**src/hw/rtl/nfc_pkg.sv**
```systemverilog
// Shared constants, types and helpers of the NOR flash command block.
// No dependencies; used by the decoder, the top level and the checker.
`default_nettype none
package nfc_pkg;
  localparam int ADDR_BITS       = 20;
  localparam int BLOCK_ADDR_BITS = 16;
  localparam int BUFFER_WORDS    = 512;
  localparam int ARRAY_WORDS     = 1 << ADDR_BITS;
  localparam int NUM_BLOCKS      = 1 << (ADDR_BITS - BLOCK_ADDR_BITS);
  localparam int BLK_IW          = (ADDR_BITS > BLOCK_ADDR_BITS) ?
                                   (ADDR_BITS - BLOCK_ADDR_BITS) : 1;
  localparam int BUF_AW          = $clog2(BUFFER_WORDS);
  localparam int CNT_W           = $clog2(BUFFER_WORDS + 1);

  typedef logic [ADDR_BITS-1:0] addr_t;
  typedef logic [CNT_W-1:0]     cnt_t;
  typedef logic [15:0]          word_t;
  typedef logic [4:0]           mode_t;

  // Command decoder modes, as reported on the result channel.
  localparam mode_t M_READ   = 5'd0;
  localparam mode_t M_UL1    = 5'd1;
  localparam mode_t M_UL2    = 5'd2;
  localparam mode_t M_AUTO   = 5'd3;
  localparam mode_t M_ESETUP = 5'd4;
  localparam mode_t M_EUL1   = 5'd5;
  localparam mode_t M_EUL2   = 5'd6;
  localparam mode_t M_BCOUNT = 5'd7;
  localparam mode_t M_BLOAD  = 5'd8;
  localparam mode_t M_BCONF  = 5'd9;
  localparam mode_t M_ABORT  = 5'd10;
  localparam mode_t M_PROT   = 5'd11;
  localparam mode_t M_PPROG  = 5'd12;
  localparam mode_t M_PCLR   = 5'd13;
  localparam mode_t M_PEXIT  = 5'd14;
  localparam mode_t M_AUL1   = 5'd15;
  localparam mode_t M_AUL2   = 5'd16;

  // Bus access kinds.
  localparam logic OP_READ  = 1'b0;
  localparam logic OP_WRITE = 1'b1;

  // Command codes and unlock addresses.
  localparam word_t CMD_UNLOCK1  = 16'h00AA;
  localparam word_t CMD_UNLOCK2  = 16'h0055;
  localparam word_t CMD_BUF_PROG = 16'h0025;
  localparam word_t CMD_CONFIRM  = 16'h0029;
  localparam word_t CMD_ERASE    = 16'h0030;
  localparam word_t CMD_SETUP    = 16'h0080;
  localparam word_t CMD_AUTOSEL  = 16'h0090;
  localparam word_t CMD_PROT     = 16'h00C0;
  localparam word_t CMD_PSET     = 16'h00A0;
  localparam word_t CMD_ZERO     = 16'h0000;
  localparam word_t CMD_RESET    = 16'h00F0;
  localparam logic [10:0] UNLOCK_A = 11'h555;
  localparam logic [10:0] UNLOCK_B = 11'h2AA;

  // Autoselect offsets.
  localparam logic [7:0] AS_MFR  = 8'h00;
  localparam logic [7:0] AS_DEV  = 8'h01;
  localparam logic [7:0] AS_PROT = 8'h02;

  // Configuration register indexes.
  localparam logic CFG_MFR_ID = 1'b0;
  localparam logic CFG_DEV_ID = 1'b1;

  localparam word_t MFR_ID_RST = 16'h0089;
  localparam word_t DEV_ID_RST = 16'h227E;

  // Actions that a write command asks of the datapath.
  typedef struct packed {
    logic erase;
    logic commit;
    logic buf_wr;
    logic set_start;
    logic prot_set;
    logic prot_clear;
    logic lpw_data;
    logic lpw_ones;
    logic count_load;
    logic count_step;
  } cmd_act_t;

  function automatic logic [BLK_IW-1:0] block_of(addr_t a);
    return BLK_IW'(a >> BLOCK_ADDR_BITS);
  endfunction

  function automatic logic is_abort(mode_t m);
    return (m == M_ABORT) || (m == M_AUL1) || (m == M_AUL2);
  endfunction
endpackage
`default_nettype wire

```
**src/hw/rtl/nfc_cmd.sv**
```systemverilog
// Write command decoder: next mode and datapath actions for one write.
// Depends on nfc_pkg.
`default_nettype none
module nfc_cmd (
  input  wire nfc_pkg::mode_t                 mode,
  input  wire nfc_pkg::addr_t                 addr,
  input  wire nfc_pkg::word_t                 data,
  input  wire nfc_pkg::addr_t                 buf_start,
  input  wire nfc_pkg::cnt_t                  buf_count,
  input  wire nfc_pkg::cnt_t                  buf_remaining,
  input  wire logic [nfc_pkg::NUM_BLOCKS-1:0] prot,
  output nfc_pkg::mode_t                      mode_next,
  output nfc_pkg::cmd_act_t                   act,
  output nfc_pkg::cnt_t                       remaining_next
);
  logic [10:0] lo;
  logic        ul_a;
  logic        ul_b;
  logic [nfc_pkg::ADDR_BITS:0] next_addr;
  nfc_pkg::addr_t end_addr;
  logic        bad_seq;
  logic        range_prot;

  assign lo   = 11'(addr);
  assign ul_a = (lo == nfc_pkg::UNLOCK_A);
  assign ul_b = (lo == nfc_pkg::UNLOCK_B);

  // Sequence check for buffer loads: next address, same page, room left.
  assign next_addr = {1'b0, buf_start} + (nfc_pkg::ADDR_BITS+1)'(buf_count);
  assign bad_seq   = ({1'b0, addr} != next_addr) ||
                     ((addr >> nfc_pkg::BUF_AW) != (buf_start >> nfc_pkg::BUF_AW)) ||
                     (buf_count >= nfc_pkg::CNT_W'(nfc_pkg::BUFFER_WORDS));

  // A buffer stays inside one page, so it lies within a single block.
  assign end_addr   = buf_start + nfc_pkg::ADDR_BITS'(buf_count) - nfc_pkg::ADDR_BITS'(1);
  assign range_prot = prot[nfc_pkg::block_of(buf_start)] | prot[nfc_pkg::block_of(end_addr)];

  always_comb begin
    mode_next      = mode;
    act            = '0;
    remaining_next = (buf_remaining != '0) ? buf_remaining - nfc_pkg::CNT_W'(1) : '0;
    case (mode)
      nfc_pkg::M_READ: begin
        mode_next = (data == nfc_pkg::CMD_UNLOCK1 && ul_a) ? nfc_pkg::M_UL1 : nfc_pkg::M_READ;
      end
      nfc_pkg::M_UL1: begin
        mode_next = (data == nfc_pkg::CMD_UNLOCK2 && ul_b) ? nfc_pkg::M_UL2 : nfc_pkg::M_READ;
      end
      nfc_pkg::M_UL2: begin
        if (data == nfc_pkg::CMD_BUF_PROG) begin
          mode_next = nfc_pkg::M_BCOUNT;
        end else if (ul_a && data == nfc_pkg::CMD_AUTOSEL) begin
          mode_next = nfc_pkg::M_AUTO;
        end else if (ul_a && data == nfc_pkg::CMD_SETUP) begin
          mode_next = nfc_pkg::M_ESETUP;
        end else if (ul_a && data == nfc_pkg::CMD_PROT) begin
          mode_next = nfc_pkg::M_PROT;
        end else begin
          mode_next = nfc_pkg::M_READ;
        end
      end
      nfc_pkg::M_AUTO: begin
        if (data == nfc_pkg::CMD_RESET) begin
          mode_next = nfc_pkg::M_READ;
        end
      end
      nfc_pkg::M_ESETUP: begin
        mode_next = (data == nfc_pkg::CMD_UNLOCK1 && ul_a) ? nfc_pkg::M_EUL1 : nfc_pkg::M_READ;
      end
      nfc_pkg::M_EUL1: begin
        mode_next = (data == nfc_pkg::CMD_UNLOCK2 && ul_b) ? nfc_pkg::M_EUL2 : nfc_pkg::M_READ;
      end
      nfc_pkg::M_EUL2: begin
        mode_next = nfc_pkg::M_READ;
        if (data == nfc_pkg::CMD_ERASE) begin
          act.lpw_ones = 1'b1;
          if (prot[nfc_pkg::block_of(addr)]) begin
            mode_next = nfc_pkg::M_ABORT;
          end else begin
            act.erase = 1'b1;
          end
        end
      end
      nfc_pkg::M_BCOUNT: begin
        if (data >= 16'(nfc_pkg::BUFFER_WORDS)) begin
          mode_next = nfc_pkg::M_ABORT;
        end else begin
          act.count_load = 1'b1;
          remaining_next = nfc_pkg::CNT_W'(data) + nfc_pkg::CNT_W'(1);
          mode_next      = nfc_pkg::M_BLOAD;
        end
      end
      nfc_pkg::M_BLOAD: begin
        if (buf_count != '0 && bad_seq) begin
          mode_next = nfc_pkg::M_ABORT;
        end else begin
          act.set_start  = (buf_count == '0);
          act.buf_wr     = 1'b1;
          act.lpw_data   = 1'b1;
          act.count_step = 1'b1;
          mode_next = (remaining_next == '0) ? nfc_pkg::M_BCONF : nfc_pkg::M_BLOAD;
        end
      end
      nfc_pkg::M_BCONF: begin
        if (data == nfc_pkg::CMD_CONFIRM && !range_prot) begin
          act.commit = 1'b1;
          mode_next  = nfc_pkg::M_READ;
        end else begin
          mode_next = nfc_pkg::M_ABORT;
        end
      end
      nfc_pkg::M_ABORT: begin
        mode_next = (data == nfc_pkg::CMD_UNLOCK1 && ul_a) ? nfc_pkg::M_AUL1 : nfc_pkg::M_ABORT;
      end
      nfc_pkg::M_AUL1: begin
        mode_next = (data == nfc_pkg::CMD_UNLOCK2 && ul_b) ? nfc_pkg::M_AUL2 : nfc_pkg::M_ABORT;
      end
      nfc_pkg::M_AUL2: begin
        mode_next = (data == nfc_pkg::CMD_RESET && ul_a) ? nfc_pkg::M_READ : nfc_pkg::M_ABORT;
      end
      nfc_pkg::M_PROT: begin
        if (data == nfc_pkg::CMD_PSET) begin
          mode_next = nfc_pkg::M_PPROG;
        end else if (data == nfc_pkg::CMD_SETUP) begin
          mode_next = nfc_pkg::M_PCLR;
        end else if (data == nfc_pkg::CMD_AUTOSEL) begin
          mode_next = nfc_pkg::M_PEXIT;
        end
      end
      nfc_pkg::M_PPROG: begin
        act.prot_set = (data == nfc_pkg::CMD_ZERO);
        mode_next    = nfc_pkg::M_PROT;
      end
      nfc_pkg::M_PCLR: begin
        act.prot_clear = (data == nfc_pkg::CMD_ERASE);
        mode_next      = nfc_pkg::M_PROT;
      end
      nfc_pkg::M_PEXIT: begin
        mode_next = (data == nfc_pkg::CMD_ZERO) ? nfc_pkg::M_READ : nfc_pkg::M_PROT;
      end
      default: begin
        mode_next = nfc_pkg::M_READ;
      end
    endcase
  end
endmodule
`default_nettype wire

```
**config.mk**
```make
export PLATFORM = sky130hd
export DESIGN_NAME = nfc_cmd
export DESIGN_NICKNAME = d
export VERILOG_FILES = /design/src/hw/rtl/nfc_pkg.sv /design/src/hw/rtl/nfc_cmd.sv
export SDC_FILE = /design/constraint.sdc
export NUM_CORES = 1
export LEC_CHECK = 0
export ABC_AREA = 0
export BUFFER_PORTS_ARGS = -buffer_cell sky130_fd_sc_hd__buf_2
export CAP_MARGIN = 10
export CORE_ASPECT_RATIO = 0.7
export CORE_MARGIN = 1.5
export CORE_UTILIZATION = 48
export DETAILED_ROUTE_END_ITERATION = 6
export PLACE_DENSITY = 0.81
export SETUP_SLACK_MARGIN = 0.05
export SYNTH_ARGS = -nofsm -noshare
export SYNTH_HDL_FRONTEND = slang
export SYNTH_SLANG_ARGS = --single-unit
```
**constraint.sdc**
```tcl
create_clock -name vclk -period 4.45
set_input_delay 0.89 -clock vclk [all_inputs]
set_output_delay 0.89 -clock vclk [all_outputs]
set_load 0.005 [all_outputs]
```
Word level (Yosys, flattened, before mapping). Index checks and enable logic that the tools add are counted.

Mux-type cells: 47. $lt $le $gt $ge: 5. Reductions and logical operators: 18. Equal/unequal tests: 30. Add/subtract/negate cells: 5. Bitwise logic cells: 1.

Operators by type and width (number): 16-bit by 8-bit == test with 1-bit output, second input constant (6); 5-bit case mux with 16 select lines (1); 16-bit by 6-bit == test with 1-bit output, second input constant (3); 5-bit by 4-bit == test with 1-bit output, second input constant (8); 4-bit 2-to-1 mux (9); 10-bit 2-to-1 mux (3); 5-bit 2-to-1 mux (5); 20-bit by 10-bit adder with 21-bit output (1); 20-bit by 21-bit inequality test with 1-bit output (1); 20-bit by 10-bit adder with 20-bit output (1); 5-bit by 3-bit == test with 1-bit output, second input constant (4); 10-bit zero test (2); 10-bit nonzero test (2); 20-bit by 1-bit subtractor with 20-bit output, second input constant (1); 1-bit 2-to-1 mux (18); 16-bit by 7-bit == test with 1-bit output, second input constant (1); 16-bit by 10-bit greater-or-equal comparator with 1-bit output, second input constant (1); 16-bit zero test (1); 4-bit by 5-bit less-than comparator with 1-bit output, second input constant (3); 1-bit binary-select mux with 4-bit select (3); 11-bit by 10-bit == test with 1-bit output, second input constant (1); 11-bit == test, second input constant (1); 11-bit inequality test (1); 10-bit by 1-bit adder with 10-bit output, second input constant (1); other kinds (13) (28).

Input bits: 97. Output and inout bits: 25. Logic and storage cells: 106. Bits in registers: 0.

Logic depth before layout (Yosys ltp). Gate-level depths: netlist of the first run.

Depth in word-level cells: 9. Depth in mapped cells: 13. Gate-level depth less buffers: 13.

Worst setup path after synthesis of the first run. Ideal clock, no wire load.

Path kind: input to output. Start: input buf_start[2]. End: output act[8] (netlist name). Data arrival time: 3.475 ns. Cell stages on the path: 13. Setup slack: 0.085 ns. Required time: 3.560 ns. Buffers on the path: 0. Cell sequence: inv_1 > ha_1 > inv_1 > ha_1 > nor3b_1 > or4_1 > a21oi_2 > o211ai_2 > nor2_1 > mux2_2 > a21oi_1 > o211a_1 > nor2b_1.

RTL lines: start, declared (RTL line nfc_cmd.sv:8) `input wire nfc_pkg::addr_t buf_start,`; end, declared (RTL line nfc_cmd.sv:13) `output nfc_pkg::cmd_act_t act,`.

Worst setup path after layout of the first run.
Start: input buf_count[6]. End: output mode_next[1].

Word-level cells in the longest chain between the ends: 9. Elaborated cells on any way between the ends: 17. Classes of those cells: add/sub: 3; order compare: 1; eq/ne: 1; mux: 5; bitwise: 1; reduce/logical: 6.

RTL lines: start, declared (RTL line nfc_cmd.sv:9) `input wire nfc_pkg::cnt_t buf_count,`; 20-bit by 10-bit adder with 20-bit output (RTL line nfc_cmd.sv:35) `assign end_addr = buf_start + nfc_pkg::ADDR_BITS'(buf_count) - nfc_pkg::ADDR_BITS'(1);`; 20-bit by 1-bit subtractor with 20-bit output (RTL line nfc_cmd.sv:35); 1-bit binary-select mux with 4-bit select (RTL line nfc_cmd.sv:36) `assign range_prot = prot[nfc_pkg::block_of(buf_start)] | prot[nfc_pkg::block_of(end_addr)];`; 1-bit 2-to-1 mux (not written as such) (RTL line nfc_cmd.sv:36); 1-bit bitwise OR (RTL line nfc_cmd.sv:36); 1-bit zero test (RTL line nfc_cmd.sv:105) `if (data == nfc_pkg::CMD_CONFIRM && !range_prot) begin`; 1-bit logical AND (RTL line nfc_cmd.sv:105); 4-bit 2-to-1 mux (RTL line nfc_cmd.sv:105); 5-bit case mux with 16 select lines * (RTL line nfc_cmd.sv:42) `case (mode)`; end, declared (RTL line nfc_cmd.sv:12) `output nfc_pkg::mode_t mode_next,`.

Every way passes the cells marked *; elsewhere a longest branch is shown, timed or not. The select of a mux whose other input is x is not followed.

==> results of run 1 <==
[final cells by class]
type                            count  area, um^2
Timing Repair Buffer              190        1219
Fill cell                         447        1568
Multi-Input combinational cell    428        3710
Tap cell                           94       117.6
Inverter                           59       236.5
[path summary, 6_finish.rpt]
check              from                 to  slack [ns]  cells after the start
min    buf_remaining[0]  remaining_next[0]        2.07                      3
max        buf_count[6]       mode_next[1]       -0.41                     16
[cell usage in the layout (no fill, tap or decap), types with 20 or more instances in the layout]
master   instances
a21oi_1         20
buf_2          110
buf_4           67
ha_1            27
inv_1           44
nand2_1         44
nand3_1         24
nor2_1          32
nor3_1          20
xnor2_1         23
[cell families after synthesis]
kind of cell / count (synthesis) / share of synthesized area [%]
AND/OR/NAND/NOR: 202 / 31.72
AO/OA/AOI/OAI: 128 / 25.78
buffers and inverters: 73 / 8.193
adder cells (fa/ha/maj): 45 / 16.61
XOR/XNOR: 42 / 10.71
multiplexers: 11 / 6.992
[where the power goes]
group          leakage (nW)  switching (mW)  internal, mW  total [mW]
sequential                0               0             0           0
combinational          2.34           0.409         0.334       0.743
clock                     0               0             0           0
[metal layers]
metal	global-route usage (%)	up-vias	part of all wire (%)
met5	0	-	0
met4	13.58	0	6.4
met3	6.744	137	12
met2	63.50	461	46
met1	44.32	2339	36
li1	-	2217	-
[per-stage QoR]
| step | instances | hold WS, ns | setup WS [ns] | power, mW | cell area [um^2] |
|---|---|---|---|---|---|
| 6_report | 771 | 2.074 | -0.4148 | 0.7429 | 5283 |
| 5_1_grt | 771 | 2.099 | -0.5007 | 0.7745 | 5283 |
| 4_1_cts | 766 | 2.073 | -0.1484 | 0.6076 | 5019 |
| 3_5_place_dp | 758 | 2.070 | -0.4017 | 0.5171 | 4517 |
| 3_3_place_gp | 758 | 2.069 | -0.2653 | 0.4974 | 4517 |
| 2_1_floorplan | 501 | 1.833 | 0.08455 | 0.3100 | 3436 |
[worst max-delay path: cells and delay by family]
kind,cells,cell delay [ns]
fa+ha+maj,2,0.57
compound gates,7,1.56
buf+inv,5,0.53
simple gates,2,0.42
[Yosys cell counts, types with 12 or more instances]
master / number / area share, %
ha_1: 44 / 16
xnor2_1: 23 / 5.9
nor3_1: 25 / 3.6
nor2_1: 34 / 3.7
clkbuf_1: 12 / 1.3
o21ai_0: 28 / 4.1
xor2_1: 19 / 4.8
nand2_1: 46 / 5.0
a21oi_1: 26 / 3.8
nand3_1: 24 / 3.5
inv_1: 59 / 6.4
nor4_1: 12 / 2.2
[timing repair]
item                       CTS  global route
buffers inserted             8             5
setup endpoints to repair    7             7
hold buffers                 0             0
gates resized for setup     93            39
pin swaps                   33            20
gates cloned                 0             0
==> out/results.tsv, run 1 <==
metric	value	unit
Synth Cell Area	3436	um^2
Synth warnings	0	
number of global-route vias before repair	4708	
fin nets	821	
initial drt markers	604	
Chip Height	73.79	um
aggregate routed wire length	16.24	mm
maximum VDD drop	0.1235	mV
Post-Synthesis Mean Instance Area	6.858	um^2
crit path time final	4.865	ns
Die Wd	104.1	um
failing checks	negative setup slack	
vias	5154	
antenna cell count	0	
period utilisation layout	109.3	%
Pwr per Cell Area	140.6	nW/um^2
CP max stage cell	a2111oi_4	
row count	25	
Die Footprint	7682	um^2
I/O Buffers	122	
Synth-to-Final Area Change	53.75	%
Residual DRC	0	
Core Footprint	6850	um^2
WP data required	3.56	ns
Pleak	2.344	nW
startpoint types	input port	
relative slew slack	52.65	%
Synth cell types	73	
ratio of cells with drive above 1 in the final layout	42.84	%
Worst Path Max Fanout	5	
DR WL/cell	21.06	um
maxcap violations	0	
slack of the critical path	-0.4148	ns
drt pass-1 iters	5	
Final Hold Fails	0	
Setup TNS Final	-1.871	ns
Arrival @ worst endpoint	3.97	ns
global route overflow	0	
post-layout util	77.11	%
Starting Density	50.16	%
CP Class	input port to primary output	
Ports	122	
global-route usage over all layers	36.02	%
status	complete, but fails checks	
sequential cell count	0	
initial antenna violation count	0	
Final setup viols	7	
post-synthesis cell count	501	
Clock Buffer Count	0	
CP max stage delay	0.38	ns
first-pass GRT wire length	22.60	mm
Least-Margin Pin Slew	0.7037	ns
Seq/Total Area, Yosys	0	%
syn nets	643	
Slew Viols, Final	0	
Post-DP HPWL	10.48	mm
Register Area	0	um^2
FMAX	0.2056	GHz
worst hold path type	input port to primary output	
CP Capture Type	primary output	
vias per cell	6.685	
largest net degree at the start of global routing	16	
post-route ant nets	0	
RSZ-0062 raised after global routing	true	
gpl congestion	0.9383	
crit path cell chain	buf_2 -> inv_1 -> ha_4 -> inv_1 -> ha_4 -> nand2_2 -> nor4b_4 -> a21oi_4 -> buf_6 -> a2111oi_4 -> o21ai_1 -> a32oi_1 -> a22oi_1 -> o211a_4 -> o211ai_2 -> buf_2	
Power figures use the tool's default switching activity.
==> run 2: changes to the inputs <==
--- a/config.mk
+++ b/config.mk
@@ -14,6 +14,7 @@
 export DETAILED_ROUTE_END_ITERATION = 6
 export PLACE_DENSITY = 0.81
 export SETUP_SLACK_MARGIN = 0.05
+export SKIP_LAST_GASP = 1
 export SYNTH_ARGS = -nofsm -noshare
 export SYNTH_HDL_FRONTEND = slang
 export SYNTH_SLANG_ARGS = --single-unit
==> run 2 against run 1 <==
The run still ends with negative setup slack left. Global-route usage is essentially flat. Clock-buffer cell count unchanged. Final cell count is 0.26% lower. Sequential share of layout area stayed put.
==> out/results.tsv, run 2 (same netlist as run 1, synthesis figures left out) <==
metric	value	unit	change
vias per cell	6.718		was 6.685
largest net degree at the start of global routing	16		unchanged
Placed Instances	758		unchanged
row count	25		unchanged
Pleak	2.318	nW	was 2.344 nW
aggregate routed wire length	16.04	mm	was 16.24 mm
Clock Buffer Count	0		unchanged
Worst Path Max Fanout	3		was 5
failing checks	negative setup slack		unchanged
Final Hold Fails	0		unchanged
post-route ant nets	0		unchanged
DR WL/cell	20.86	um	was 21.06 um
cts hold-fix bufs	0		unchanged
Die Footprint	7682	um^2	unchanged
cell area after placement	4517	um^2	unchanged
first-pass GRT wire length	22.60	mm	unchanged
crit path cell chain	buf_2 -> inv_1 -> ha_4 -> inv_1 -> ha_4 -> nand3_1 -> a21oi_1 -> o21ai_2 -> a2111oi_4 -> o21ai_1 -> a32oi_1 -> a22oi_1 -> o211a_4 -> o211ai_2 -> buf_2		was buf_2 -> inv_1 -> ha_4 -> inv_1 -> ha_4 -> nand2_2 -> nor4b_4 -> a21oi_4 -> buf_6 -> a2111oi_4 -> o21ai_1 -> a32oi_1 -> a22oi_1 -> o211a_4 -> o211ai_2 -> buf_2
critical path endpoint	mode_next[1]		unchanged
gpl congestion	0.9383		unchanged
vias	5166		was 5154
pre-CTS setup slack	-0.4017	ns	unchanged
relative slew slack	52.57	%	was 52.65%
drt pass-1 iters	6		was 5
ratio of cells with drive above 1 in the final layout	42.22	%	was 42.84%
FMAX	0.2047	GHz	was 0.2056 GHz
Final Cell Area	5209	um^2	was 5283 um^2
maximum VDD drop	0.1123	mV	was 0.1235 mV
Fin Hold WS	2.073	ns	was 2.074 ns
I/O Buffers	122		unchanged
Core Footprint	6850	um^2	unchanged
WHS Path Cells	3		unchanged
most common cell after layout, fill and taps aside	buf_2		unchanged
number of global-route vias before repair	4720		was 4708
sequential cell count	0		unchanged
Residual DRC	0		unchanged
fin nets	819		was 821
WP data required	3.56	ns	about the same
Die Wd	104.1	um	unchanged
startpoint types	input port		unchanged
Synth-to-Final Area Change	51.60	%	was 53.75%
initial drt markers	623		was 604
crit path time final	4.885	ns	was 4.865 ns
Pwr per Cell Area	139.8	nW/um^2	was 140.6 nW/um^2
CP max stage delay	0.48	ns	was 0.38 ns
antenna cell count	0		unchanged
Chip Height	73.79	um	unchanged
maxcap violations	0		unchanged
Slew Viols, Final	0		unchanged
Register Area	0	um^2	unchanged
CP Capture Type	primary output		unchanged
worst hold path type	input port to primary output		unchanged
Ports	122		unchanged
slack of the critical path	-0.4349	ns	was -0.4148 ns
Arrival @ worst endpoint	3.99	ns	was 3.97 ns
global-route usage over all layers	36.04	%	was 36.02%
Starting Density	50.16	%	unchanged
RSZ-0062 raised after global routing	true		unchanged
Final setup viols	7		unchanged
Setup crit start	buf_count[6]		unchanged
Least-Margin Pin Slew	0.7050	ns	was 0.7037 ns
non-filler instance count after layout	769		was 771
period utilisation layout	109.8	%	was 109.3%
Post-DP HPWL	10.48	mm	unchanged
CP Class	input port to primary output		unchanged
CP max stage cell	a2111oi_4		unchanged
status	complete, but fails checks		unchanged
commonest cells after routing, fill and taps aside	buf_2, buf_4, inv_1		was buf_2, buf_4, inv_1, nand2_1, nor2_1
initial antenna violation count	0		unchanged
global route overflow	0		unchanged
run 2: critical path, delay by kind of cell:
kind | cells | cell delay, ns
and+or+nand+nor | 1 | 0.13
adders and majority gates | 2 | 0.56
buffers and inverters | 4 | 0.39
AOI/OAI and AO/OA | 8 | 2.01
run 2: per-stage QoR:
| step | power, mW | utilization (%) | setup TNS [ns] |
|---|---|---|---|
| after floorplan | 0.3100 | - | 0 |
| after global placement | 0.4974 | 65.94 | -1.448 |
| after detailed placement | 0.5171 | 65.94 | -2.455 |
| after CTS | 0.6068 | 73.13 | -0.8848 |
| after global routing | 0.7560 | 76.04 | -2.254 |
| final | 0.7284 | 76.04 | -2.143 |
run 2: metal layers:
layer	global-route usage, %	wire length (um)
met5	0	0
met3	6.655	1767
met2	63.36	7382
met1	44.27	5948
met4	14.35	944
run 2: what timing repair did:
item | in CTS | in global routing
gates resized for setup | 91 | 28
setup buffers | 8 | 3
endpoints found under the setup margin | 7 | 7
pin swaps | 32 | 15
run 2: worst min path at each step:
| stage | from | endpoint | slack [ns] |
|---|---|---|---|
| after global placement | buf_remaining[0] | remaining_next[0] | 2.07 |
| after CTS | buf_remaining[0] | remaining_next[0] | 2.07 |
| after global routing | buf_remaining[0] | remaining_next[0] | 2.10 |
| final | buf_remaining[0] | remaining_next[0] | 2.07 |
| after detailed placement | buf_remaining[0] | remaining_next[0] | 2.07 |
| after floorplan | buf_remaining[0] | remaining_next[0] | 1.83 |
run 2: cell type report:
| cell class | instances | area (um^2) |
|---|---|---|
| Tap cell | 94 | 117.6 |
| Inverter | 59 | 229.0 |
| Timing Repair Buffer | 188 | 1179 |
| Multi-Input combinational cell | 428 | 3684 |
| Fill cell | 458 | 1642 |
run 2: where the power goes:
part	leakage, nW	switching [mW]	internal, mW
clock network	0	0	0
registers	0	0	0
logic	2.32	0.402	0.326
==> run 3: changes to the inputs <==
==> constraint.sdc (replaced) <==
create_clock -name vclk -period 4.45
set_input_delay 0.6675 -clock vclk [all_inputs]
set_output_delay 0.6675 -clock vclk [all_outputs]
set_load 0.005 [all_outputs]
==> run 3 against run 2 <==
The run now ends clean. Global-route usage shrank 7.4 points. Non-clock buffer count shrank 57. Design area shrank 16%. First-iteration DRC count shrank 43%. Final cell count shrank 7.4%. Utilization shrank 12 points. Clock-buffer cell count is the same. Setup slack gained 0.53 ns. Worst hold slack lost 0.43 ns. Die area is the same. Via count shrank 15%. Critical endpoint unchanged. Highest routed layer unchanged.
==> out/results.tsv, run 3 (same netlist as run 1, synthesis figures left out) <==
metric	value	unit	change
status	completed		was complete, but fails checks
Die Footprint	7682	um^2	unchanged
ratio of cells with drive above 1 in the final layout	30.10	%	was 42.22%
RSZ-0062 raised after global routing	true		unchanged
FMAX	0.2295	GHz	was 0.2047 GHz
aggregate routed wire length	12.03	mm	was 16.04 mm
Register Area	0	um^2	unchanged
Cell Int Power	0.2342	mW	was 0.3260 mW
startpoint types	input port		unchanged
WP data required	3.78	ns	was 3.56 ns
drt pass-1 iters	5		was 6
Slew Viols, Final	0		unchanged
Pleak	1.980	nW	was 2.318 nW
vias	4396		was 5166
Final Hold Fails	0		unchanged
row count	25		unchanged
Core Footprint	6850	um^2	unchanged
Clock Buffer Count	0		unchanged
Arrival @ worst endpoint	3.69	ns	was 3.99 ns
Chip Height	73.79	um	unchanged
Pwr Total	0.5335	mW	was 0.7284 mW
antenna cell count	0		unchanged
Final setup viols	0		was 7
most common cell after layout, fill and taps aside	buf_2		unchanged
crit path time final	4.357	ns	was 4.885 ns
Synth-to-Final Area Change	27.49	%	was 51.60%
Post-DP HPWL	9.954	mm	was 10.48 mm
worst hold path type	input port to primary output		unchanged
Die Wd	104.1	um	unchanged
Worst Path Max Fanout	6		was 3
period utilisation layout	97.92	%	was 109.8%
Residual DRC	0		unchanged
fin nets	762		was 819
Setup TNS Final	0	ns	was -2.143 ns
hold_sp	buf_remaining[0]		unchanged
initial drt markers	352		was 623
number of global-route vias before repair	3795		was 4720
vias per cell	6.174		was 6.718
sequential cell count	0		unchanged
Pwr per Cell Area	121.8	nW/um^2	was 139.8 nW/um^2
DR WL/cell	16.89	um	was 20.86 um
combinational share of power	100.0	%	about the same
pre-CTS setup slack	0.03540	ns	was -0.4017 ns
Starting Density	50.16	%	unchanged
post-route ant nets	0		unchanged
Ports	122		unchanged
commonest cells after routing, fill and taps aside	buf_2, inv_1, nand2_1		was buf_2, buf_4, inv_1
clock share of power	0	%	about the same
Sequential Power Share	0	%	about the same
maxcap violations	0		unchanged
first-pass GRT wire length	18.20	mm	was 22.60 mm
gpl congestion	0.9676		was 0.9383
slack of the critical path	0.09273	ns	was -0.4349 ns
CP Class	input port to primary output		unchanged
Least-Margin Pin Slew	0.6258	ns	was 0.7050 ns
global-route usage over all layers	28.59	%	was 36.04%
Worst Hold End	remaining_next[0]		unchanged
relative slew slack	57.69	%	was 52.57%
Sw Share	56.10	%	was 55.24%
global route overflow	0		unchanged
CP Capture Type	primary output		unchanged
maximum VDD drop	0.07663	mV	was 0.1123 mV
initial antenna violation count	0		unchanged
WHS Path Cells	3		unchanged
largest net degree at the start of global routing	16		unchanged
cts hold-fix bufs	0		unchanged
sw power	0.2993	mW	was 0.4023 mW
I/O Buffers	122		unchanged
## run 3: cell types whose count changed in the layout (fill, tap and decap cells not counted), sizes merged
cell | previous run | this run
buf | 188 | 131
## run 3: layer usage
layer  wire, um  GRT usage (%)  vias to the layer above  share of wire, %
met2       5372          47.68                      259                45
li1           -              -                     2091                 -
met5          0              0                        -                 0
met3       1069          3.461                       16               8.9
met4        174          3.395                        0               1.4
met1       5409          40.79                     2030                45
## run 3: area by class of cell
| type | instances | area, um^2 |
|---|---|---|
| inverter | 59 | 221.5 |
| fill | 640 | 2470 |
| tap | 94 | 117.6 |
| timing repair buffer | 131 | 678.2 |
| multi-input combinational | 428 | 3363 |
## run 3: worst max-delay path by stage
stage,start,to,slack (ns),cells after the start
final,buf_count[3],mode_next[1],0.09,15
after detailed placement,buf_count[7],mode_next[1],0.04,15
after floorplan,buf_start[2],act[8],0.53,13
after global placement,buf_count[9],act[8],0.10,15
after global routing,buf_count[3],mode_next[1],-0.03,14
after CTS,buf_count[7],mode_next[1],0.07,15
## run 3: critical path, cell delays in order
cell and delay [ns]:
buf_2 0.11, inv_1 0.04, ha_1 0.31, inv_1 0.09
ha_1 0.35, a21oi_2 0.21, a21oi_1 0.12, o21a_2 0.27
o2111a_1 0.25, a311oi_2 0.36, o41ai_1 0.14, o21bai_1 0.19
o211a_4 0.29, o211ai_2 0.15, buf_2 0.13
## run 3: power by group through the flow
stage                     combinational (mW)  clock, mW  sequential (mW)
after floorplan                        0.310          0                0
after global placement                 0.452          0                0
after detailed placement               0.466          0                0
after CTS                              0.470          0                0
after global routing                   0.578          0                0
final                                  0.533          0                0
## run 3: what timing repair did
| item | in CTS | in global routing |
|---|---|---|
| resized for setup | 2 | 34 |
| buffers inserted | 0 | 3 |
| setup endpoints to repair | 3 | 7 |
| pin swaps | 1 | 14 |
## run 3: per-stage QoR
step | hold WS [ns] | util [%] | area (um^2) | instances
after CTS | 1.637 | 60.77 | 4163 | 709
after global placement | 1.623 | 60.57 | 4149 | 709
after global routing | 1.662 | 63.95 | 4380 | 712
after detailed placement | 1.635 | 60.57 | 4149 | 709
final | 1.641 | 63.95 | 4380 | 712
after floorplan | 1.388 | - | 3436 | 501
